## config.mk

```make
export PLATFORM = sky130hd
export DESIGN_NAME = segint_orient
export DESIGN_NICKNAME = d
export VERILOG_FILES = /design/src/rtl/segint_pkg.sv /design/src/rtl/segint_orient.sv
export SDC_FILE = /design/constraint.sdc
export NUM_CORES = 2
export LEC_CHECK = 0
export BUFFER_PORTS_ARGS = -buffer_cell sky130_fd_sc_hd__buf_2
export CORE_AREA = 2 2 309 311
export CTS_CLUSTER_DIAMETER = 150
export CTS_CLUSTER_SIZE = 24
export DETAILED_ROUTE_END_ITERATION = 16
export DIE_AREA = 0 0 311 313
export PLACE_DENSITY_LB_ADDON = 0.1
export SYNTH_ARGS = -nofsm -noshare
export SYNTH_HDL_FRONTEND = slang
export SYNTH_SLANG_ARGS = --single-unit
```

## constraint.sdc

```tcl
create_clock -name clk -period 10.15 [get_ports clk]
set_input_delay 1.015 -clock clk [delete_from_list [all_inputs] [get_ports clk]]
set_output_delay 1.015 -clock clk [all_outputs]
set_load 0.03 [all_outputs]
```

## src/rtl/segint_pkg.sv

```systemverilog
package segint_pkg;

  localparam int COORD_BITS = 16;
  localparam int DIFF_BITS  = COORD_BITS + 1;
  localparam int PROD_BITS  = 2 * DIFF_BITS;
  localparam int KEY_BITS   = 2 * COORD_BITS;

  typedef logic signed [COORD_BITS-1:0] coord_t;
  typedef logic signed [DIFF_BITS-1:0]  diff_t;
  typedef logic signed [PROD_BITS-1:0]  prod_t;

  typedef struct packed {
    coord_t x;
    coord_t y;
  } point_t;

  typedef struct packed {
    coord_t a_x;
    coord_t a_y;
    coord_t b_x;
    coord_t b_y;
    coord_t c_x;
    coord_t c_y;
    coord_t d_x;
    coord_t d_y;
  } seg_in_t;

  typedef struct packed {
    logic intersects;
    logic collinear_case;
  } seg_out_t;

  // Sign of one orientation product: both flags low means zero.
  typedef struct packed {
    logic pos;
    logic neg;
  } orient_sign_t;

  // Flipping both sign bits turns the (x, then y) signed order into an
  // unsigned order on the concatenation.
  function automatic logic [KEY_BITS-1:0] lex_key(point_t p);
    lex_key = {~p.x[COORD_BITS-1], p.x[COORD_BITS-2:0],
               ~p.y[COORD_BITS-1], p.y[COORD_BITS-2:0]};
  endfunction

  function automatic logic lex_less(point_t p, point_t q);
    lex_less = lex_key(p) < lex_key(q);
  endfunction

endpackage

```

## src/rtl/segint_orient.sv

```systemverilog
// Three-stage orientation unit: differences, products, then the sign of
// (q-p) x (r-p).
module segint_orient
  import segint_pkg::*;
(
  input  logic         clk,
  input  point_t       p,
  input  point_t       q,
  input  point_t       r,
  output orient_sign_t sign
);

  diff_t ux;
  diff_t uy;
  diff_t vx;
  diff_t vy;
  prod_t left;
  prod_t right;

  always_ff @(posedge clk) begin
    ux <= $signed({q.x[COORD_BITS-1], q.x}) - $signed({p.x[COORD_BITS-1], p.x});
    uy <= $signed({q.y[COORD_BITS-1], q.y}) - $signed({p.y[COORD_BITS-1], p.y});
    vx <= $signed({r.x[COORD_BITS-1], r.x}) - $signed({p.x[COORD_BITS-1], p.x});
    vy <= $signed({r.y[COORD_BITS-1], r.y}) - $signed({p.y[COORD_BITS-1], p.y});
  end

  always_ff @(posedge clk) begin
    left  <= ux * vy;
    right <= vx * uy;
  end

  always_ff @(posedge clk) begin
    sign.pos <= left > right;
    sign.neg <= left < right;
  end

endmodule

```

==> reports/results.ini <==
[clock_tree]
cts_buffers=17
cts_root_buf=clkbuf_16
cts_buffer_depth=2
holdBufCountCts=0
clkTransAtPathRegs_ns=0.07
htreeDepth=4
clock_sinks=138
clkLatencyLatePin_ns=0.47
postCtsSetupBuffers=0
cts_tree=built
cts_resized=0

[place]
io_buffers=98
hpwl_um=66040
gp_congestion=0.8819

[global_routing]
grt_pass1_vias=22620
antenna_found_initial=4
grt_use_total=0.1683
grt_max_degree=18
grt_pass1_wl_um=126600
overflow=0

[floorplanning]
die_h_um=313
start_util=0.2973
ios=99
die_w_um=311
rows=113
die_area_mm2=0.09734
core-area_mm2=0.09416

[yosys]
syn_area_per_cell_um2=9.299
yosysWarningCount=0
async_reset_ff_frac=0
netlist_area_mm2=0.02799
synth_top_area_cell=fa_1
yosys_register_bits=138
synth_cell_types=64
syn_inst=3010
yosysSeqAreaShare=0.09870
syn-num-nets=3971
yosysTopAreaCellShare=0.4263
synth_edf_count=0
synthFlopType=dfxtp_1
yosys-top-cells-area=fa_1, ha_1, dfxtp_1

[final_layout]
final_common_cell=inv_1
area_delta_synth_final_pct=8.677
drive_above_1_share=0.05207
final_nets=4021
final_cell_mix=inv_1, fa_1, nand2_1, and2_1, ha_1

[setup_path]
cp_cell_sequence=nand2_1 -> fa_1 -> fa_1 -> fa_1 -> inv_1 -> fa_1 -> fa_1 -> inv_1 -> fa_1 -> inv_1 -> ha_1 -> a211oi_1 -> o21ai_0 -> o2111a_1 -> a311o_1 -> a211oi_2 -> o21ai_1 -> a31o_1 -> a21oi_2 -> xnor2_1
worst-setup-path-type=reg -> reg
path_buf_inv=3
crit_path_frequent_cell=fa_1
end_kind=register
worstPathArrival_ns=7.26
critPathSlowestCell=dfxtp_1
worst-path-max-fanout=17
critPathRequiredTime_ns=10.54
max_stage_delay_ns=1.08
worstSetupStartpointType=register
path_delay_family=adder cells

[sta]
fin_crit_ns=6.872
skew_ns=0.01620
rsz0062_at_grt=false
max_freq_mhz=145.5
hold_viol_final=0
worst_pin_slew_ns=1.151
relSlewSlack=0.2313
slew_viol_final=0
post-route-period-util=0.6770
tns_ns=0
setup_viol=0

[route]
drt_iter0_markers=945
postRouteAntennaNets=0
wl_per_cell_um=17.91
viasPerCell=4.597
vias=19950
routed_wl_um=77730
route.detailed.drc=0
drt-pass1-iter-count=5

[min_path]
hp-class=reg -> reg

[status]
status=finished clean

[run]
maxCapViolations=0

-- cell families after synthesis --
kind of cell | share of synthesized area
AOI/OAI and AO/OA | 0.06419
xor gates and xnor gates | 0.03567
adders and majority gates | 0.5461
buffers and inverters | 0.1026
DFF | 0.09870
muxes | 0.0003576
and+or+nand+nor | 0.1524
-- metrics by stage --
step / instance area [um^2] / setup WS, ns / cells / hold slack (ns) / util
floorplan: 27990 / 4.177 / 3010 / 0.5021 / -
global placement: 29850 / 3.373 / 4306 / 0.7207 / 0.3170
detailed placement: 29850 / 3.365 / 4306 / 0.7179 / 0.3170
CTS: 30420 / 3.318 / 4338 / 0.7222 / 0.3230
global route: 30420 / 2.962 / 4338 / 0.7422 / 0.3230
finish: 30420 / 3.278 / 4339 / 0.7083 / 0.3230
-- final cells by class --
cell class,count,area (um^2)
Fill cell,10020,63740
Multi-Input combinational cell,2107,22360
Sequential cell,138,2763
Inverter,688,2582
Tap cell,1265,1583
Timing Repair Buffer,108,565.5
Clock buffer,18,439.2
Clock inverter,14,128.9
Antenna cell,1,2.502
-- layer usage --
layer,GRT usage,share of wire,up-vias
met5,0,0,-
met4,0.03195,0.016,0
met3,0.02164,0.040,64
met2,0.2846,0.48,413
met1,0.2321,0.46,10290
li1,-,-,9182
-- state kept, by name (all words and copies together), names as in the netlist --
signal  flops
vy         17
ux         17
vx         17
uy         17
sign        2
right      34
left       34
-- final timing paths --
path,cells after the start,slack [ns],start,endpoint
worst max register to register,20,3.28,ux[9],left[32]
worst max-delay path,20,3.28,ux[9],left[32]
worst min register to register,2,0.71,uy[0],right[0]
worst min-delay path,2,0.71,uy[0],right[0]
-- worst reg2reg max path, cell delays in order (launching register included) --
cell      delay, ns
dfxtp_1        1.08
nand2_1        0.20
fa_1           0.55
fa_1           0.49
fa_1           0.56
inv_1          0.06
fa_1           0.52
fa_1           0.51
inv_1          0.05
fa_1           0.48
inv_1          0.05
ha_1           0.35
a211oi_1       0.27
o21ai_0        0.16
o2111a_1       0.16
a311o_1        0.38
a211oi_2       0.29
o21ai_1        0.15
a31o_1         0.24
a21oi_2        0.14
xnor2_1        0.12
-- cells in the mapped netlist, drive strengths merged (3+ instances only) --
cell type	count
nor3	27
a21boi	6
nor2	99
or2	4
or3	15
a21oi	81
a311oi	3
o22ai	3
and3	17
nor2b	17
inv	688
nand3	32
a211o	6
and2	292
a211oi	15
dfxtp	138
o31ai	3
nor3b	4
ha	268
a31o	5
xor2	19
nand4	11
clkbuf	72
o21a	24
nand2	320
o21bai	7
o31a	3
a31oi	9
xnor2	95
nand2b	17
a21o	28
o211ai	9
buf	5
o21ai	46
a2111oi	7
fa	596
Power is left out: the tool's default activity adds up to more than one toggle a clock period on the data nets, which glitch-free logic cannot reach.
